--- config.mk ---
export PLATFORM = sky130hd
export DESIGN_NAME = ofgc_store
export DESIGN_NICKNAME = d
export VERILOG_FILES = /design/src/rtl/core/ofgc_store.sv
export SDC_FILE = /design/constraint.sdc
export NUM_CORES = 1
export LEC_CHECK = 0
export BUFFER_PORTS_ARGS = -buffer_cell sky130_fd_sc_hd__buf_4
export CORE_MARGIN = 2
export CORE_UTILIZATION = 40
export DETAILED_ROUTE_END_ITERATION = 16
export PLACE_DENSITY = 0.7
export SETUP_SLACK_MARGIN = 0.15
export SYNTH_ARGS = -nofsm -noshare
export SYNTH_HDL_FRONTEND = slang
export SYNTH_SLANG_ARGS = --single-unit
--- constraint.sdc ---
create_clock -name clk -period 3.5 [get_ports clk]
set_clock_uncertainty 0.15 [all_clocks]
set_input_delay 0.175 -clock clk [delete_from_list [all_inputs] [get_ports clk]]
set_output_delay 0.175 -clock clk [all_outputs]
set_load 0.005 [all_outputs]
--- src/rtl/core/ofgc_store.sv ---
`default_nettype none
module ofgc_store #(
  parameter  int DEPTH    = 4,
  parameter  int SAMPLE_W = 16,
  localparam int ADDR_W   = $clog2(DEPTH)
) (
  input  wire logic                clk,
  input  wire logic                we,
  input  wire logic [ADDR_W-1:0]   addr,
  input  wire logic [SAMPLE_W-1:0] wdata,
  output logic      [SAMPLE_W-1:0] rdata
);

  logic [SAMPLE_W-1:0] mem [DEPTH];

  always_ff @(posedge clk) begin
    if (we) begin
      mem[addr] <= wdata;
    end
    rdata <= mem[addr];
  end

endmodule
`default_nettype wire

==> flow_summary.ini <==
[cells_and_area]
drive_gt1_share_pct = 39.3
fin_nets = 183
num_antenna_cells = 0
area_growth_pct = 26.4
final_util_pct = 52.8

[setup_path]
critPathKind = in2reg
cp_data_required_time_ns = 3.31
cp_slowest_cell = and3_1
ff2ff_setup_slack_ns = 2.35
crit_buf_inv = 1
r2r_start = mem[0][14]$_DFFE_PP_
path_max_fanout = 20
worstPathArrival_ns = 1.25
slowest_delay_ns = 0.75
end_kind = flop
path_cells = buf_4 > and3_1
worstSetupStartpointType = input port
rr_endpoint = rdata[14]$_DFF_P_
crit_family = simple AND/OR/NAND/NOR gates
worst_r2r_path_depth = 1

[global_route]
grt_overflow = 0
grt_pass1_vias = 1308
grtUsageTotal_pct = 12.4
grt_max_degree = 21
grtUsageMet2_pct = 19.7
grt_pass1_wl_mm = 6.35
grtUsageMet1_pct = 14.1
top_usage_layer = met2
use_met3_pct = 3.46
antenna_found_initial = 0

[timing]
fin_tns_setup_ns = 0
relSlewSlack_pct = 45.5
fin_crit_sh_pct = 41.0
fmax_mhz = 697
setup_viol = 0
rsz0062_at_grt = false
tightestPinTransition_ns = 0.818
finalCriticalPeriod_ns = 1.43
finalMaxSlewViolations = 0
hold_violations = 0

[die]
rows = 29
die_width_um = 85.6
die-area_um2 = 7340
core_area_um2 = 6390
io_pins = 36
start_util_pct = 41.8
fp.dieH_um = 85.6

[power]
power.share.switching_pct = 18.6
combPwrFrac_pct = 6.5
intPower_w = 0.00156
irDropWorstVdd_uv = 293
power_per_cell_area_nw_per_um2 = 567
p_leak_nw = 1.19
clkPwrFrac_pct = 36.1
total_power_w = 0.00191
seq_power_share_pct = 57.4
p_sw_w = 0.000356

[clock_tree]
clk_latency_ns = 0.34
cts_buffers = 9
cts_setup_buffers = 0
clockBufferDepth = 2
cts.sinks = 80
clkTransAtPathRegs_ns = 0.07
cts_tree = built
clock-root-buffer = clkbuf_8
htreeDepth = 3

[yosys]
synthCells = 104
yosys_warnings = 0
ys_ff_latch = 80
synth_commonest_cells = 64 x edfxtp_1, 16 x dfxtp_1, 16 x mux4_2
synth_enable_flop_cells = 64
synth.area.top_cells = edfxtp_1 72%, mux4_2 14%, dfxtp_1 12%
synth_area_per_cell_um2 = 25.6
synth_cell_types = 8
async_reset_ff_share_pct = 0
syn_area_um2 = 2670
synth_seq_area_share_pct = 84.1
synthFlopType = edfxtp_1
synth.top_cell.area_share_pct = 72.1
post-synth-top-count-cell = edfxtp_1
syn_nets = 124
synth_top_area_cell = edfxtp_1

[drt]
avgViaCountPerCell = 4.86
route.detailed.drc = 0
ant_nets = 0
routedWlPerCell_um = 16.7
first_pass_iters = 4
routed_wl_mm = 4.09
drt_first_iter_violations = 105
vias = 1191

[flow_run]
maxCapViolations = 0

[worst_hold_path]
whs_endpoint = mem[0][9]$_DFFE_PP_
hold_start = we
hp-class = in2reg
worstHoldPathCells = 2

[placed_design]
port_buffers = 35
hpwl_mm = 2.44
place_congestion = 0.664

[status]
status = complete, no violations
-- power by group through the flow --
stage                     Combinational (W)  Sequential (W)  Clock, W
after global placement             0.000109         0.00112         0
final                              0.000124         0.00110  0.000691
after detailed placement           0.000112         0.00112         0
after floorplan                   0.0000484         0.00112         0
after CTS                          0.000127         0.00110  0.000715
after global routing               0.000134         0.00110  0.000748
-- worst max-delay path by stage --
stage	from	to	slack, ns	cells after the start
floorplan	addr[1]	mem[0][0]$_DFFE_PP_	1.33	2
global placement	addr[0]	mem[3][15]$_DFFE_PP_	1.72	2
detailed placement	addr[0]	mem[3][15]$_DFFE_PP_	1.67	2
CTS	addr[0]	mem[3][2]$_DFFE_PP_	2.03	2
global route	addr[0]	mem[3][2]$_DFFE_PP_	1.95	2
finish	addr[0]	mem[3][2]$_DFFE_PP_	2.07	2
-- state kept, by name, summed over array words and instances (netlist names) --
name and flops:
mem 64, rdata 16
-- logic make-up (layout without fill, tap and decap cells) --
logic type,Yosys count,in the layout,synth area share [%]
simple gates,4,4,1.17
buf+inv,4,68,1.22
mux,16,16,13.5
flops,80,80,84.1
-- area by class of cell --
class / instances / area [µm²]
Clock inverter: 5 / 73.8
Clock buffer: 11 / 131
Timing Repair Buffer: 52 / 430
Sequential cell: 80 / 2240
Tap cell: 77 / 96.3
Multi-Input combinational cell: 20 / 397
Fill cell: 507 / 3020
-- per-layer routing --
metal / share of wire [%] / wire [µm]
met1: 41 / 1690
met2: 51 / 2070
met3: 5.4 / 219
met4: 2.6 / 108
met5: 0 / 0
-- stage by stage --
| step | hold WS, ns | setup WS (ns) | instance area [µm²] | cells |
|---|---|---|---|---|
| finish | 0.142 | 2.07 | 3370 | 245 |
| CTS | 0.127 | 2.03 | 3370 | 245 |
| detailed placement | 0.231 | 1.67 | 3010 | 213 |
| global placement | 0.227 | 1.72 | 3010 | 213 |
| floorplan | 0.124 | 1.33 | 2670 | 104 |
| global route | 0.145 | 1.95 | 3370 | 245 |
-- what timing repair did --
item / 4_1_cts / 5_1_grt
endpoints found under the hold margin: 64 / 0
endpoints found under the setup margin: 0 / 0
hold buffers: 16 / 0
gates resized for setup: 0 / 0
-- layout by cell type, fill, tap and decap left out --
cell	instances
edfxtp_1	64
buf_4	36
mux4_2	16
dlygate4sd3_1	16
dfxtp_1	16
clkbuf_8	9
and3b_1	2
clkbuf_1	2
clkinv_2	2
bufinv_16	2
nor3b_2	1
and3_1	1
clkinv_1	1
Note: power is estimated with default switching activity, not from simulation.
