[config.mk]
export PLATFORM = sky130hd
export DESIGN_NAME = ofgc_eval
export DESIGN_NICKNAME = d
export VERILOG_FILES = /design/src/rtl/core/ofgc_pkg.sv /design/src/rtl/core/ofgc_eval.sv
export SDC_FILE = /design/constraint.sdc
export NUM_CORES = 2
export LEC_CHECK = 0
export BUFFER_PORTS_ARGS = -buffer_cell sky130_fd_sc_hd__buf_4
export CAP_MARGIN = 0
export CORE_UTILIZATION = 41
export CTS_BUF_LIST = sky130_fd_sc_hd__clkbuf_4 sky130_fd_sc_hd__clkbuf_8
export CTS_CLUSTER_DIAMETER = 150
export DETAILED_ROUTE_END_ITERATION = 8
export GPL_ROUTABILITY_DRIVEN = 0
export MAX_ROUTING_LAYER = met4
export PLACE_DENSITY = 0.64
export SLEW_MARGIN = 0
export SYNTH_ARGS = -nofsm -noshare
export SYNTH_HDL_FRONTEND = slang
export SYNTH_SLANG_ARGS = --single-unit
[constraint.sdc]
create_clock -name clk -period 17.8 [get_ports clk]
set_input_delay 5.34 -clock clk [delete_from_list [all_inputs] [get_ports clk]]
set_output_delay 5.34 -clock clk [all_outputs]
set_load 0.03 [all_outputs]
[src/rtl/core/ofgc_pkg.sv]
`default_nettype none
package ofgc_pkg;

  localparam int GRID_MAX_DEF    = 128;
  localparam int NUM_FIELDS_DEF  = 3;
  localparam int SAMPLE_BITS_DEF = 16;

  localparam int POS_W   = 7;
  localparam int CONC_W  = 16;
  localparam int DIM_W   = 8;
  localparam int SHIFT_W = 3;
  localparam int THR_W   = 35;
  localparam int CLS_W   = 3;
  localparam int LVL_W   = 3;
  localparam int IDX_W   = 17;
  localparam int SAT_W   = 21;
  localparam int SQ_W    = 2 * SAT_W;

  localparam int PADDR_W = 6;
  localparam int PDATA_W = 64;
  localparam int REG_W   = 3;

  localparam logic [REG_W-1:0] REG_GRID_WIDTH  = 3'd0;
  localparam logic [REG_W-1:0] REG_GRID_HEIGHT = 3'd1;
  localparam logic [REG_W-1:0] REG_BLOCK_SHIFT = 3'd2;
  localparam logic [REG_W-1:0] REG_BLOCKS_ROW  = 3'd3;
  localparam logic [REG_W-1:0] REG_ZERO_THR    = 3'd4;

  localparam logic [DIM_W-1:0]   GRID_WIDTH_RST  = 8'd128;
  localparam logic [DIM_W-1:0]   GRID_HEIGHT_RST = 8'd128;
  localparam logic [SHIFT_W-1:0] BLOCK_SHIFT_RST = 3'd0;
  localparam logic [DIM_W-1:0]   BLOCKS_ROW_RST  = 8'd128;
  localparam logic [THR_W-1:0]   ZERO_THR_RST    = 35'd0;

  localparam logic OP_WRITE = 1'b0;
  localparam logic OP_QUERY = 1'b1;

  localparam logic [CLS_W-1:0] CLS_RIGHT = 3'd0;
  localparam logic [CLS_W-1:0] CLS_UP    = 3'd1;
  localparam logic [CLS_W-1:0] CLS_LEFT  = 3'd2;
  localparam logic [CLS_W-1:0] CLS_DOWN  = 3'd3;
  localparam logic [CLS_W-1:0] CLS_ZERO  = 3'd4;

  // odor level limits in raw Q10.6: 0.1, 10, 50, 80
  localparam logic [31:0] ODOR_LIM0 = 32'd7;
  localparam logic [31:0] ODOR_LIM1 = 32'd640;
  localparam logic [31:0] ODOR_LIM2 = 32'd3200;
  localparam logic [31:0] ODOR_LIM3 = 32'd5120;

  typedef struct packed {
    logic valid;
    logic is_query;
    logic x_first;
    logic x_last;
    logic y_first;
    logic y_last;
  } ofgc_ctl_t;

endpackage
`default_nettype wire

[src/rtl/core/ofgc_eval.sv]
`default_nettype none
module ofgc_eval #(
  parameter int SAMPLE_W = 16,
  parameter int COORD_W  = 8
) (
  input  wire logic                          clk,
  input  wire logic                          rst,
  input  wire ofgc_pkg::ofgc_ctl_t           ctl_in,
  input  wire logic [SAMPLE_W-1:0]           here,
  input  wire logic [SAMPLE_W-1:0]           left,
  input  wire logic [SAMPLE_W-1:0]           right,
  input  wire logic [SAMPLE_W-1:0]           down,
  input  wire logic [SAMPLE_W-1:0]           up,
  input  wire logic [COORD_W-1:0]            bx,
  input  wire logic [COORD_W-1:0]            by,
  input  wire logic [ofgc_pkg::DIM_W-1:0]    blocks_per_row,
  input  wire logic [ofgc_pkg::THR_W-1:0]    zero_threshold,
  output logic                               done,
  output logic      [ofgc_pkg::CLS_W-1:0]    grad_class,
  output logic      [ofgc_pkg::LVL_W-1:0]    scent_level,
  output logic      [ofgc_pkg::IDX_W-1:0]    state_index,
  output logic                               is_query
);
  import ofgc_pkg::*;

  localparam int GW = SAMPLE_W + 2;
  localparam int EW = (GW > SAT_W) ? GW : SAT_W;
  localparam int PW = DIM_W + COORD_W;
  localparam int BW = PW + 1;
  localparam int IW = BW + 3;

  ofgc_ctl_t           s1_ctl;
  logic [GW-1:0]       gx1;
  logic [GW-1:0]       gy1;
  logic [SAMPLE_W-1:0] here1;
  logic [COORD_W-1:0]  bx1;
  logic [COORD_W-1:0]  by1;

  ofgc_ctl_t           s2_ctl;
  logic [SAT_W-1:0]    ax2;
  logic [SAT_W-1:0]    ay2;
  logic                xpos2;
  logic                ypos2;
  logic [LVL_W-1:0]    lvl2;
  logic [PW-1:0]       prod2;
  logic [COORD_W-1:0]  bx2;

  ofgc_ctl_t           s3_ctl;
  logic [SQ_W-1:0]     sqx3;
  logic [SQ_W-1:0]     sqy3;
  logic                xdom3;
  logic                xpos3;
  logic                ypos3;
  logic [LVL_W-1:0]    lvl3;
  logic [BW-1:0]       blk3;

  logic [GW-1:0]       gx_next;
  logic [GW-1:0]       gy_next;
  logic [GW-1:0]       absx;
  logic [GW-1:0]       absy;
  logic [EW-1:0]       absx_e;
  logic [EW-1:0]       absy_e;
  logic [SAT_W-1:0]    ax_next;
  logic [SAT_W-1:0]    ay_next;
  logic [LVL_W-1:0]    lvl_next;
  logic [SQ_W:0]       mag;
  logic [CLS_W-1:0]    cls_next;
  logic [IW-1:0]       idx_next;

  // gradients at twice scale: one-sided at the edges, central inside
  always_comb begin
    if (ctl_in.x_first) begin
      gx_next = (GW'(right) - GW'(here)) << 1;
    end else if (ctl_in.x_last) begin
      gx_next = (GW'(here) - GW'(left)) << 1;
    end else begin
      gx_next = GW'(right) - GW'(left);
    end
    if (ctl_in.y_first) begin
      gy_next = (GW'(up) - GW'(here)) << 1;
    end else if (ctl_in.y_last) begin
      gy_next = (GW'(here) - GW'(down)) << 1;
    end else begin
      gy_next = GW'(up) - GW'(down);
    end
  end

  always_comb begin
    absx    = gx1[GW-1] ? (~gx1 + GW'(1)) : gx1;
    absy    = gy1[GW-1] ? (~gy1 + GW'(1)) : gy1;
    absx_e  = EW'(absx);
    absy_e  = EW'(absy);
    ax_next = (absx_e > (EW'(1) << (SAT_W - 1))) ? (SAT_W'(1) << (SAT_W - 1))
                                                  : absx_e[SAT_W-1:0];
    ay_next = (absy_e > (EW'(1) << (SAT_W - 1))) ? (SAT_W'(1) << (SAT_W - 1))
                                                  : absy_e[SAT_W-1:0];
    if (32'(here1) < ODOR_LIM0) begin
      lvl_next = 3'd0;
    end else if (32'(here1) < ODOR_LIM1) begin
      lvl_next = 3'd1;
    end else if (32'(here1) < ODOR_LIM2) begin
      lvl_next = 3'd2;
    end else if (32'(here1) < ODOR_LIM3) begin
      lvl_next = 3'd3;
    end else begin
      lvl_next = 3'd4;
    end
  end

  always_comb begin
    mag = (SQ_W + 1)'(sqx3) + (SQ_W + 1)'(sqy3);
    if (mag < (SQ_W + 1)'(zero_threshold)) begin
      cls_next = CLS_ZERO;
    end else if (xdom3) begin
      cls_next = xpos3 ? CLS_RIGHT : CLS_LEFT;
    end else begin
      cls_next = ypos3 ? CLS_UP : CLS_DOWN;
    end
    idx_next = IW'(lvl3) + (IW'(blk3) << 2) + IW'(blk3);
  end

  always_ff @(posedge clk) begin
    if (rst) begin
      s1_ctl <= '0;
      s2_ctl <= '0;
      s3_ctl <= '0;
      done   <= 1'b0;
    end else begin
      s1_ctl <= ctl_in;
      s2_ctl <= s1_ctl;
      s3_ctl <= s2_ctl;
      done   <= s3_ctl.valid;
    end
  end

  always_ff @(posedge clk) begin
    gx1   <= gx_next;
    gy1   <= gy_next;
    here1 <= here;
    bx1   <= bx;
    by1   <= by;

    ax2   <= ax_next;
    ay2   <= ay_next;
    xpos2 <= !gx1[GW-1] && (gx1 != '0);
    ypos2 <= !gy1[GW-1] && (gy1 != '0);
    lvl2  <= lvl_next;
    prod2 <= PW'(blocks_per_row) * PW'(by1);
    bx2   <= bx1;

    sqx3  <= SQ_W'(ax2) * SQ_W'(ax2);
    sqy3  <= SQ_W'(ay2) * SQ_W'(ay2);
    xdom3 <= ax2 > ay2;
    xpos3 <= xpos2;
    ypos3 <= ypos2;
    lvl3  <= lvl2;
    blk3  <= BW'(bx2) + BW'(prod2);

    is_query <= s3_ctl.is_query;
    if (s3_ctl.is_query) begin
      grad_class  <= cls_next;
      scent_level <= lvl3;
      state_index <= idx_next[IDX_W-1:0];
    end else begin
      grad_class  <= '0;
      scent_level <= '0;
      state_index <= '0;
    end
  end

`ifndef NO_ASSERTIONS
  a_fixed_latency: assert property (@(posedge clk) disable iff (rst)
    ctl_in.valid |-> ##4 done)
    else $error("result strobe missing four cycles after gather");
  a_ack_zero: assert property (@(posedge clk) disable iff (rst)
    (done && !is_query) |-> (grad_class == '0 && state_index == '0))
    else $error("write acknowledge carries nonzero fields");
  a_no_spurious: assert property (@(posedge clk) disable iff (rst)
    done |-> $past(ctl_in.valid, 4))
    else $error("result strobe without a gathered item");
`endif

endmodule
`default_nettype wire

==> summary.md <==
| Metric | Value |
|---|---|
| Die height | around 300 um |
| Port Buf Inserts | around 170 |
| Clock Path Buffers | 3 |
| Total clock buffers created by CTS | 45 |
| Critical Path Start Type | input port |
| Post-DR wirelength/cell | between 15 and 20 um |
| Setup bufs post-CTS | 0 |
| Status | finished clean |
| Largest stage delay, worst path | 0.52 ns |
| Post-DP HPWL | 70.5 mm |
| Part of the cycle the worst path needs | 51.0% |
| Post-CTS Resized | 0 |
| Clk_lat worst skew | 0.64 ns |
| Area grow syn2layout | 10.3% |
| TritonCTS clock tree | yes |
| Vias in the first global route | 27400 |
| Pin count of the biggest net entering global routing | 36 |
| Grt total ovfl | 0 |
| Final Hold Fails | 0 |
| Hold WC Path Type | reg -> reg |
| Total I/O pin count | roughly 170 |
| Rel. slew slack | roughly 24% |
| Syn Inst Count | 3984 |
| Layout cell share with drive strength beyond 1 | 7.54% |
| Root Driver | clkbuf_8 |
| H-tree Lvls | 2 |
| Vias after detailed routing | 26600 |
| Post-synthesis register bit count | 261 |
| Nets | 5336 |
| Clock Pin Slew Worst Setup and Hold Paths | 0.06 ns |
| Total routed wirelength | 84.4 mm |
| Unrepaired setup endpoints after global routing | false |
| Mean Syn Cell Area | 8.98 sq um |
| Count of cell types in the netlist | 77 |
| CP Class | in -> reg |
| CP Buf/Inv Count | 3 |
| Synth Cell Area | 35800 sq um |
| CP Capture Type | register |
| DR vias/cell | between 4 and 5 |
| Ys flop type | dfxtp_1 |
| Fin crit period | ~9 ns |
| Total die area | 88400 sq um |
| Slew Viols, Final | 0 |
| CP max stage cell | fa_1 |
| DRC errors left | 0 |
| Die X | 297 um |
| Final setup fails | 0 |
| Async SR Flop Fraction | 0% |
| Register area share after synthesis | 14.6% |
| Top achievable clock speed | 0.110 GHz |
| CP delay by family, top | adder cells |
| Worst slew pin tran | 1.14 ns |
| CTS Sinks | 261 |
| DRT Pass-1 Iters | 5 |
| Net count after synthesis | between 5000 and 6000 |
| Post-synth EDFFs | 0 |
| Post-route ant nets | 0 |
| Yosys warning total | 0 |
| Worst Path Required | 18.31 ns |
| Starting Density | 41.7% |
| Total GRT Usage | 20.1% |
| # rows | 107 |
| First-pass GRT wire length | between 100 and 150 mm |
| Initial antenna violation count | 2 |
| Max cap viols | 0 |
| Hold-fix buffers at CTS | 0 |
| Worst path cell trace | buf_4 -> and2_1 -> fa_1 -> fa_1 -> inv_1 -> fa_1 -> inv_1 -> fa_1 -> ha_1 -> o21ai_0 -> a21boi_0 -> o21ai_0 -> a21boi_0 -> o21ai_0 -> a21boi_0 -> o21ai_0 -> nor2b_1 -> xnor2_1 |
| Worst Skew | ~0.034 ns |
| Setup TNS Final | 0 ns |
| Critical path arrival | 9.59 ns |
| Core Box Area | 85800 sq um |
| Drt first-iter violations | around 1300 |
| Worst-path fanout max | 8 |
[logic make-up after synthesis]
kind of cell	share of synthesized area [%]
multiplexers	0.175
AO/OA/AOI/OAI	11.4
XOR/XNOR	6.02
AND/OR/NAND/NOR	12.4
adder cells (fa/ha/maj)	46.2
buffers and inverters	9.23
flip-flops	14.6
[state kept, by name (all words and copies together), names as in the netlist, 3 cells and up]
signal,cells
lvl3,3
bx2,8
gy1,18
blk3,17
sqx3,37
by1,8
ay2,18
bx1,8
gx1,18
grad_class,3
sqy3,37
prod2,16
scent_level,3
lvl2,3
ax2,18
here1,16
state_index,17
[layer usage]
metal | up-vias | GRT usage, % | wire [um]
met4 | 0 | 5.15 | 2100
met5 | - | - | 0
li1 | 13200 | - | -
met2 | 651 | 32.0 | 38100
met3 | 125 | 3.00 | 4790
met1 | 12700 | 26.7 | 39400
[final timing paths]
| path | from | to | slack, ns | depth (start not counted) |
|---|---|---|---|---|
| hold reg to reg | xpos2 | xpos3 | 0.30 | 0 |
| setup / recovery | blocks_per_row[3] | prod2[13] | 8.72 | 18 |
| hold / removal | xpos2 | xpos3 | 0.30 | 0 |
| setup reg to reg | ay2[3] | sqy3[36] | 9.64 | 26 |
[layout by cell type (no fill, tap or decap), types with 17 or more instances in the layout]
cell type,count
nor2b_1,46
nor2_1,224
a21o_1,84
xnor2_1,165
or3_1,24
a31oi_1,20
o21bai_1,25
and3_1,18
xor2_1,81
nand2b_1,24
inv_1,802
o21ai_0,117
nand3_1,36
nand4_1,21
and2_1,144
a211oi_1,30
fa_1,479
clkbuf_8,51
buf_4,194
o31ai_1,17
a21oi_1,215
nor3_1,58
dfxtp_1,261
nand2_1,286
o21a_1,23
ha_1,555
[layout make-up]
cell class / instances / area, sq um
timing repair buffer: 194 / 1460
tap: 1144 / 1430
multi-input combinational: 2843 / 27200
sequential: 261 / 5230
clock buffer: 59 / 762
fill: 8187 / 46400
clock inverter: 24 / 288
antenna: 1 / 2.50
inverter: 810 / 3040
[Yosys cell counts, drive strengths merged (5+ instances only)]
master,count,area [sq um]
o21ai,125,626
clkbuf,69,259
a31oi,21,146
nand3b,6,45.0
nor3,58,290
fa,479,9590
a21boi,13,97.6
and4,5,43.8
or3,24,150
inv,806,3030
a31o,9,87.6
nor2b,46,288
nand4,21,131
and2,144,901
nor2,224,841
a211oi,31,238
xor2,81,709
o21bai,26,206
and3,18,113
or4,8,60.1
o31ai,18,149
o21a,23,173
o41ai,8,70.1
nand2,286,1070
xnor2,165,1450
nand2b,24,150
a21o,85,646
nor4,7,50.1
a21oi,218,1120
a311oi,5,43.8
ha,555,6940
or2,13,81.3
o211ai,13,97.6
dfxtp,261,5230
nand3,36,180
[per-stage QoR]
step | instances | hold slack (ns) | setup slack (ns) | area, sq um | util (%)
floorplan | 3984 | 0.310 | 8.46 | 35800 | -
global placement | 5252 | 0.311 | 8.18 | 38400 | 44.8
detailed placement | 5252 | 0.314 | 8.12 | 38400 | 44.8
CTS | 5335 | 0.314 | 8.80 | 39500 | 46.0
global route | 5336 | 0.314 | 8.42 | 39500 | 46.0
finish | 5336 | 0.304 | 8.72 | 39500 | 46.0
Power is left out: the tool's default activity adds up to more than one toggle a clock period on the data nets, which glitch-free logic cannot reach.
