==> config.mk <==
export PLATFORM = sky130hd
export DESIGN_NAME = ofgc_regs
export DESIGN_NICKNAME = d
export VERILOG_FILES = /design/src/rtl/core/ofgc_pkg.sv /design/src/rtl/core/ofgc_regs.sv
export SDC_FILE = /design/constraint.sdc
export NUM_CORES = 1
export LEC_CHECK = 0
export ABC_CLOCK_PERIOD_IN_PS = 2000
export BUFFER_PORTS_ARGS = -buffer_cell sky130_fd_sc_hd__buf_2
export CORE_ASPECT_RATIO = 1.75
export CORE_MARGIN = 5
export CORE_UTILIZATION = 41
export DETAILED_ROUTE_END_ITERATION = 8
export HOLD_SLACK_MARGIN = 0.15
export PLACE_DENSITY = 0.76
export SETUP_SLACK_MARGIN = 0.15
export SLEW_MARGIN = 20
export SYNTH_ARGS = -nofsm -noshare
export SYNTH_HDL_FRONTEND = slang
export SYNTH_SLANG_ARGS = --single-unit
==> constraint.sdc <==
create_clock -name clk -period 2 [get_ports clk]
set_input_delay 0.1 -clock clk [delete_from_list [all_inputs] [get_ports clk]]
set_output_delay 0.1 -clock clk [all_outputs]
set_load 0.03 [all_outputs]
==> src/rtl/core/ofgc_pkg.sv <==
`default_nettype none
package ofgc_pkg;

  localparam int GRID_MAX_DEF    = 128;
  localparam int NUM_FIELDS_DEF  = 3;
  localparam int SAMPLE_BITS_DEF = 16;

  localparam int POS_W   = 7;
  localparam int CONC_W  = 16;
  localparam int DIM_W   = 8;
  localparam int SHIFT_W = 3;
  localparam int THR_W   = 35;
  localparam int CLS_W   = 3;
  localparam int LVL_W   = 3;
  localparam int IDX_W   = 17;
  localparam int SAT_W   = 21;
  localparam int SQ_W    = 2 * SAT_W;

  localparam int PADDR_W = 6;
  localparam int PDATA_W = 64;
  localparam int REG_W   = 3;

  localparam logic [REG_W-1:0] REG_GRID_WIDTH  = 3'd0;
  localparam logic [REG_W-1:0] REG_GRID_HEIGHT = 3'd1;
  localparam logic [REG_W-1:0] REG_BLOCK_SHIFT = 3'd2;
  localparam logic [REG_W-1:0] REG_BLOCKS_ROW  = 3'd3;
  localparam logic [REG_W-1:0] REG_ZERO_THR    = 3'd4;

  localparam logic [DIM_W-1:0]   GRID_WIDTH_RST  = 8'd128;
  localparam logic [DIM_W-1:0]   GRID_HEIGHT_RST = 8'd128;
  localparam logic [SHIFT_W-1:0] BLOCK_SHIFT_RST = 3'd0;
  localparam logic [DIM_W-1:0]   BLOCKS_ROW_RST  = 8'd128;
  localparam logic [THR_W-1:0]   ZERO_THR_RST    = 35'd0;

  localparam logic OP_WRITE = 1'b0;
  localparam logic OP_QUERY = 1'b1;

  localparam logic [CLS_W-1:0] CLS_RIGHT = 3'd0;
  localparam logic [CLS_W-1:0] CLS_UP    = 3'd1;
  localparam logic [CLS_W-1:0] CLS_LEFT  = 3'd2;
  localparam logic [CLS_W-1:0] CLS_DOWN  = 3'd3;
  localparam logic [CLS_W-1:0] CLS_ZERO  = 3'd4;

  // odor level limits in raw Q10.6: 0.1, 10, 50, 80
  localparam logic [31:0] ODOR_LIM0 = 32'd7;
  localparam logic [31:0] ODOR_LIM1 = 32'd640;
  localparam logic [31:0] ODOR_LIM2 = 32'd3200;
  localparam logic [31:0] ODOR_LIM3 = 32'd5120;

  typedef struct packed {
    logic valid;
    logic is_query;
    logic x_first;
    logic x_last;
    logic y_first;
    logic y_last;
  } ofgc_ctl_t;

endpackage
`default_nettype wire

==> src/rtl/core/ofgc_regs.sv <==
`default_nettype none
module ofgc_regs (
  input  wire logic                          clk,
  input  wire logic                          rst,
  input  wire logic                          psel,
  input  wire logic                          penable,
  input  wire logic                          pwrite,
  input  wire logic [ofgc_pkg::PADDR_W-1:0]  paddr,
  input  wire logic [ofgc_pkg::PDATA_W-1:0]  pwdata,
  output logic      [ofgc_pkg::PDATA_W-1:0]  prdata,
  output logic                               pready,
  output logic      [ofgc_pkg::DIM_W-1:0]    grid_width,
  output logic      [ofgc_pkg::DIM_W-1:0]    grid_height,
  output logic      [ofgc_pkg::SHIFT_W-1:0]  block_shift,
  output logic      [ofgc_pkg::DIM_W-1:0]    blocks_per_row,
  output logic      [ofgc_pkg::THR_W-1:0]    zero_threshold
);
  import ofgc_pkg::*;

  logic             wr;
  logic [REG_W-1:0] reg_sel;

  assign pready  = 1'b1;
  assign wr      = psel && penable && pwrite;
  assign reg_sel = paddr[PADDR_W-1:PADDR_W-REG_W];

  always_ff @(posedge clk) begin
    if (rst) begin
      grid_width     <= GRID_WIDTH_RST;
      grid_height    <= GRID_HEIGHT_RST;
      block_shift    <= BLOCK_SHIFT_RST;
      blocks_per_row <= BLOCKS_ROW_RST;
      zero_threshold <= ZERO_THR_RST;
    end else if (wr) begin
      case (reg_sel)
        REG_GRID_WIDTH:  grid_width     <= pwdata[DIM_W-1:0];
        REG_GRID_HEIGHT: grid_height    <= pwdata[DIM_W-1:0];
        REG_BLOCK_SHIFT: block_shift    <= pwdata[SHIFT_W-1:0];
        REG_BLOCKS_ROW:  blocks_per_row <= pwdata[DIM_W-1:0];
        REG_ZERO_THR:    zero_threshold <= pwdata[THR_W-1:0];
        default: ;
      endcase
    end
  end

  always_comb begin
    case (reg_sel)
      REG_GRID_WIDTH:  prdata = PDATA_W'(grid_width);
      REG_GRID_HEIGHT: prdata = PDATA_W'(grid_height);
      REG_BLOCK_SHIFT: prdata = PDATA_W'(block_shift);
      REG_BLOCKS_ROW:  prdata = PDATA_W'(blocks_per_row);
      REG_ZERO_THR:    prdata = PDATA_W'(zero_threshold);
      default:         prdata = '0;
    endcase
  end

endmodule
`default_nettype wire

==> qor.txt, run 1 <==
mean post-synth cell area = 8.84 um2
worst hold stages = 3
Worst Hold End = grid_width[7]$_SDFFE_PP1P_
num rows = 44
Worst slew margin = 0.569
Placer Congestion = 0.782
post-CTS setup repair buffer count = 0
kind of start point of the critical path = input pin
number of port buffers = 139
power after layout = 3270 uW
Final min period = 1.47 ns
register area share after synthesis = 0.362
Die Y-Extent = 131 um
P_leak = 0.00222 uW
post-detailed-route via-to-cell ratio = 5.00
number of antenna violations at the first check in global routing = 0
number of hold violations in the final report = 0
maximum capacitance violations = 0
Clock Sinks = 62
share of synthesized cell area in full adder, half adder and majority cells = 0
period utilization = 0.733
slew at the pin closest to its max-slew limit = 0.644 ns
minimum setup slack in the final design = 0.535 ns
Remaining DRCs = 0
global-route wire length before repair = 15700 um
post-synthesis mux area share = 0.143
insertion delay to the later sink of the worst-skew pair = 0.32 ns
power density over the cells = 697 nW/um2
f_max = 0.682 GHz
type of destination of the critical path = primary output
cells on worst reg2reg path = 3
critical path start-end classification = in2out
number of instances in the synthesized netlist = 388
effective utilization at floorplan = 0.415
Yosys cell types = 26
antenna-violating nets left = 0
number of cells after detailed placement = 595
Syn Std Cell Area = 3430 um2
Max Fanout on Critical Path = 32
Total Die Area = 10400 um2
register bit count reported by yosys = 62
post-synthesis compound-gate area fraction = 0.0963
class of the worst hold path = in2reg
root buffer cell = sky130_fd_sc_hd__clkbuf_16
Routed wire per std cell = 15.5 um
Core Area = 8260 um2
worst min-delay path startpoint = rst
largest family of logic cells by synthesized area = simple AND/OR/NAND/NOR gates
top flip-flop cell by instance count after synthesis = sky130_fd_sc_hd__dfxtp_1
number of warnings issued by yosys = 0
Final setup viols = 0
worst reg2reg startpoint = blocks_per_row[1]$_SDFFE_PP0P_
PostCTS Resize Cnt = 0
xor-xnor portion of the synthesized cell area = 0
number of enable flip-flop cells after synthesis = 0
share of post-route cells with drive strength above 1 = 0.298
number of detailed-routing iterations run before antenna repair = 5
total wire length after detailed routing = 10000 um
Global Route Usage Sum = 0.194
share of the core filled with cells in the final layout = 0.568
worst ir drop on vdd = 596 uV
maximum number of pins on one net before global-route repair = 34
endpoint of the worst-slack reg-to-reg timing path = blocks_per_row[1]$_SDFFE_PP0P_
required time of the worst setup path = 1.90 ns
setup repair after global routing missed its margin = no
CTS tree = yes
clock transition time at the flip-flop clock pins of the worst setup and hold paths = 0.05 ns
Post-synth ARST share = 0
final max-slew violation count = 0
worst setup slack for register-to-register paths = 1.21 ns
DP HPWL = 6930 um
Remaining Overflow, GRT = 0
die boundary width = 79.2 um
via count of the first global-routing pass = 3209
Detailed Route Iter0 Violations = 155
via count = 3232
run status = finished clean
Num CTS Buffers = 9
Antenna Diode Count = 0
share of synthesized cell area in and, or, nand and nor gates = 0.279
WP data arrival = 1.37 ns
final standard cell count with taps included and fillers excluded = 646
Setup Total Neg Slack = 0 ns
layout net count = 624
number of top-level pins = 202
H-tree Lvls = 3
worst slack at placement = 0.479 ns
Synth-to-Final Area Change = 36.8%
maximum clock skew at final layout = 0 ns
Clock Path Buffers = 2
-- stage by stage --
stage,instance area [um2],hold WS [ns]
3_3_place_gp,4030,0.362
5_1_grt,4690,0.280
2_1_floorplan,3540,0.248
4_1_cts,4690,0.263
3_5_place_dp,4030,0.371
6_report,4690,0.270
-- layer usage --
metal,vias up,part of all wire,wire length (um),track usage
li1,1550,-,-,-
met1,1512,0.36,3600,0.200
met2,152,0.52,5200,0.348
met3,18,0.097,970,0.0713
met4,0,0.025,252,0.0830
met5,-,0,0,0
-- flip-flops by register name, summed over array words and instances (netlist names) --
register	count
block_shift	3
blocks_per_row	8
grid_width	8
zero_threshold	35
grid_height	8
-- cells in the mapped netlist (2+ instances only) --
master / n / area (um2)
sky130_fd_sc_hd__nor2b_1: 15 / 93.8
sky130_fd_sc_hd__nor2_1: 6 / 22.5
sky130_fd_sc_hd__a21oi_1: 10 / 50.1
sky130_fd_sc_hd__clkbuf_1: 19 / 71.3
sky130_fd_sc_hd__nand3_1: 10 / 50.1
sky130_fd_sc_hd__nand3b_1: 9 / 67.6
sky130_fd_sc_hd__o21ai_0: 42 / 210
sky130_fd_sc_hd__o21ai_1: 2 / 10.0
sky130_fd_sc_hd__buf_6: 3 / 33.8
sky130_fd_sc_hd__o211ai_1: 5 / 37.5
sky130_fd_sc_hd__o21a_1: 3 / 22.5
sky130_fd_sc_hd__buf_2: 7 / 35.0
sky130_fd_sc_hd__nand2_1: 5 / 18.8
sky130_fd_sc_hd__mux2i_1: 49 / 490
sky130_fd_sc_hd__dfxtp_1: 62 / 1240
sky130_fd_sc_hd__nand2b_1: 72 / 450
sky130_fd_sc_hd__nor3b_2: 2 / 25.0
sky130_fd_sc_hd__conb_1: 2 / 7.51
sky130_fd_sc_hd__and2_1: 28 / 175
sky130_fd_sc_hd__buf_4: 30 / 225
sky130_fd_sc_hd__buf_12: 2 / 40.0
-- cell usage in the layout, fill, tap and decap left out, types with 10 or more instances in the layout --
master	instances
sky130_fd_sc_hd__dfxtp_1	62
sky130_fd_sc_hd__nor2b_1	15
sky130_fd_sc_hd__conb_1	30
sky130_fd_sc_hd__and2_1	28
sky130_fd_sc_hd__dlygate4sd3_1	35
sky130_fd_sc_hd__mux2i_1	49
sky130_fd_sc_hd__buf_2	139
sky130_fd_sc_hd__nand3_1	10
sky130_fd_sc_hd__nand2b_1	72
sky130_fd_sc_hd__o21ai_0	42
sky130_fd_sc_hd__a21oi_1	10
-- cell type report --
class / instances / area [um2]
fill: 711 / 3560
multi-input combinational: 293 / 1900
sequential: 62 / 1240
timing repair buffer: 183 / 1130
clock buffer: 12 / 246
tap: 92 / 115
clock inverter: 4 / 70.1
-- where the power goes --
part | internal (uW) | total [uW] | switching, uW
Combinational | 148 | 385 | 237
Sequential | 1250 | 1250 | 6.95
Clock | 1120 | 1640 | 517
Total | 2510 | 3270 | 760
-- kinds of logic after synthesis --
kind of cell,after synthesis
buffers and inverters,61
DFF,62
and+or+nand+nor,152
other,2
muxes,49
AOI/OAI and AO/OA,62
-- worst max-delay path: stages --
cell                       delay, ns
sky130_fd_sc_hd__buf_2          0.30
sky130_fd_sc_hd__nor3b_2        0.22
sky130_fd_sc_hd__buf_4          0.32
sky130_fd_sc_hd__nand2_1        0.10
sky130_fd_sc_hd__o211ai_1       0.09
sky130_fd_sc_hd__buf_2          0.22
-- worst max path at each step --
stage | depth (start not counted) | slack (ns) | from | to
final | 6 | 0.53 | paddr[5] | prdata[6]
after detailed placement | 5 | 0.48 | paddr[3] | zero_threshold[18]$_SDFFE_PP0P_
after CTS | 4 | 0.54 | grid_width[2]$_SDFFE_PP0P_ | prdata[2]
after floorplan | 4 | 0.73 | paddr[3] | prdata[7]
after global placement | 5 | 0.54 | paddr[3] | zero_threshold[16]$_SDFFE_PP0P_
after global routing | 6 | 0.41 | paddr[5] | prdata[7]
-- what timing repair did --
item                                    CTS  global route
endpoints found under the hold margin    58             0
endpoints found under the setup margin    0             0
hold buffers                             35             0
(Power assumes the default switching activity.)
==> run 2, diff against run 1 <==
ABC_CLOCK_PERIOD_IN_PS = 1400   (was 2000)
clock period = 1.4 ns   (was 2 ns; I/O delays follow)
==> run 2 against run 1 <==
Effect of this change:
- non-clock buffer count is 11 higher
- flip-flop and latch count did not move
- clock-buffer cell count is the same
- sequential share of layout area shrank 0.35 points
- cell area rose by 2.2%
- routed wire length is 1.7% higher
- critical path depth decreased by 2
- register-to-register slack got worse by 0.67 ns
- power is 33% higher
- first-iteration DRC count grew 44%
- largest cell class unchanged
- largest power group unchanged
==> qor.txt, run 2 (same netlist as run 1, synthesis figures left out) <==
kind of start point of the critical path = flip-flop
global-route wire length before repair = 15700 um (about the same)
effective utilization at floorplan = 0.415 (unchanged)
run status = finished clean
number of cells after detailed placement = 600 (+0.84%)
maximum number of pins on one net before global-route repair = 99 (+190%)
Remaining DRCs = 0 (unchanged)
die boundary width = 79.2 um (unchanged)
Clock Sinks = 62 (unchanged)
root buffer cell = sky130_fd_sc_hd__clkbuf_16
share of post-route cells with drive strength above 1 = 0.326 (+0.0278)
Synth-to-Final Area Change = 39.8%
commonest cells after routing, fill and taps aside = sky130_fd_sc_hd__buf_2, sky130_fd_sc_hd__nand2b_1, sky130_fd_sc_hd__dfxtp_1
Final min period = 1.29 ns
post-detailed-route via-to-cell ratio = 4.95 (-1.0%)
number of detailed-routing iterations run before antenna repair = 5 (unchanged)
H-tree Lvls = 3 (unchanged)
via count = 3253 (+0.65%)
CTS tree = yes
total internal power = 3250 uW (+29%)
f_max = 0.778 GHz
Final setup viols = 0 (unchanged)
maximum capacitance violations = 0 (unchanged)
Num CTS Buffers = 9 (unchanged)
Remaining Overflow, GRT = 0 (unchanged)
Setup Total Neg Slack = 0 ns (unchanged)
number of top-level pins = 202 (unchanged)
P_leak = 0.00226 uW (+2.2%)
power after layout = 4350 uW (+33%)
fraction of power consumed by the clock network = 0.457 (-0.043)
Critical Path, Cell by Cell = mux2i_1 > o21ai_1 > o21a_1 > buf_6
number of port buffers = 139 (unchanged)
setup repair after global routing missed its margin = yes
total wire length after detailed routing = 10200 um (+1.7%)
Global Route Usage Sum = 0.196 (+0.00254)
insertion delay to the later sink of the worst-skew pair = 0.32 ns (about the same)
Antenna Diode Count = 0 (unchanged)
antenna-violating nets left = 0 (unchanged)
final max-slew violation count = 0 (unchanged)
layout net count = 635 (+1.8%)
via count of the first global-routing pass = 3183 (-0.81%)
required time of the worst setup path = 1.33 ns (-0.57 ns)
CP peak stage delay = 0.32 ns (about the same)
Die Y-Extent = 131 um (unchanged)
power density over the cells = 907 nW/um2 (+30%)
clock transition time at the flip-flop clock pins of the worst setup and hold paths = 0.05 ns (about the same)
Most flops, register = zero_threshold
Max Fanout on Critical Path = 3 (-91%)
number of antenna violations at the first check in global routing = 0 (unchanged)
WP data arrival = 1.22 ns (-0.15 ns)
Net Sw Frac = 0.253 (+0.0211)
Seq. cell area = 1250 um2 (+0.81%)
cell with the largest stage delay on the worst path = sky130_fd_sc_hd__dfxtp_1
critical path start-end classification = reg2out
type of destination of the critical path = primary output
share of total power in sequential cells = 0.411 (+0.028)
most frequent standard cell in the layout excluding fill and tap cells = sky130_fd_sc_hd__buf_2
period utilization = 0.918
Net Sw Power = 1100 uW (+45%)
maximum clock skew at final layout = 0 ns (unchanged)
Clock Path Buffers = 2 (unchanged)
flip-flop count of the largest register after layout = 35 (unchanged)
Detailed Route Iter0 Violations = 223 (+44%)
class of the worst hold path = in2reg
final standard cell count with taps included and fillers excluded = 657 (+1.7%)
hold slack final = 0.234 ns (-0.0354 ns)
area occupied by multi-input gates = 1900 um2 (unchanged)
Placer Congestion = 0.799 (+2.1%)
Core Area = 8260 um2 (unchanged)
Fillers = 702 (-1.3%)
num rows = 44 (unchanged)
DP HPWL = 6780 um (-2.3%)
number of hold violations in the final report = 0 (unchanged)
Routed wire per std cell = 15.5 um (about the same)
worst ir drop on vdd = 608 uV (+2.1%)
Logic pwr share = 0.132 (+0.015)
Total Die Area = 10400 um2 (unchanged)
-- run 2: cell count changes in the layout (fill, tap and decap cells not counted), sizes merged --
cell      before  now
buf          148  159
bufinv         2    0
clkinv         2    3
clkinvlp       0    1
-- run 2: cell type report --
| type | count | share of cell area |
|---|---|---|
| clock buffers | 12 | 0.0514 |
| clock inverters | 4 | 0.00470 |
| multi-input cells | 293 | 0.395 |
| flip-flops and latches | 62 | 0.261 |
| well taps | 92 | 0.0240 |
| repair buffers | 194 | 0.264 |
-- run 2: timing repair --
action | in CTS | in global routing
endpoints found under the setup margin | 5 | 8
buffers inserted | 4 | 2
hold buffers | 35 | 0
pin swaps | 5 | 4
endpoints found under the hold margin | 62 | 0
resized for setup | 16 | 11
-- run 2: worst paths after layout --
kind	cells past startpoint	end	slack, ns	start
min	3	grid_width[4]$_SDFFE_PP0P_	0.23	rst
min reg2reg	2	zero_threshold[28]$_SDFFE_PP0P_	0.48	zero_threshold[28]$_SDFFE_PP0P_
max	4	prdata[0]	0.11	block_shift[0]$_SDFFE_PP0P_
max reg2reg	4	grid_height[5]$_SDFFE_PP0P_	0.54	grid_height[5]$_SDFFE_PP0P_
-- run 2: stage by stage --
step,utilization,setup slack (ns),instance area [um2]
after floorplan,-,0.172,3540
after global placement,0.495,0.183,4090
after detailed placement,0.495,0.140,4090
after CTS,0.577,0.0868,4770
after global routing,0.581,0.0268,4800
final,0.581,0.115,4800
-- run 2: worst max-delay path: cells and delay by family, from the launching register on --
family,cells,cell delay (ns)
compound gates,2,0.28
flops,1,0.32
mux,1,0.16
buf+inv,1,0.14
-- run 2: layer usage --
| layer | share of wire | routed length [um] | up-vias | global-route usage |
|---|---|---|---|---|
| met2 | 0.52 | 5260 | 157 | 0.348 |
| met4 | 0.030 | 310 | 0 | 0.0951 |
| met3 | 0.096 | 975 | 25 | 0.0761 |
| li1 | - | - | 1569 | - |
| met5 | 0 | 0 | - | 0 |
| met1 | 0.36 | 3650 | 1502 | 0.199 |
-- run 2: power groups by stage --
stage | Combinational [uW] | Sequential, uW | Clock [uW]
2_1_floorplan | 373 | 1850 | 0
3_3_place_gp | 472 | 1820 | 0
3_5_place_dp | 479 | 1830 | 0
4_1_cts | 563 | 1790 | 2020
5_1_grt | 615 | 1790 | 2110
6_report | 574 | 1790 | 1990
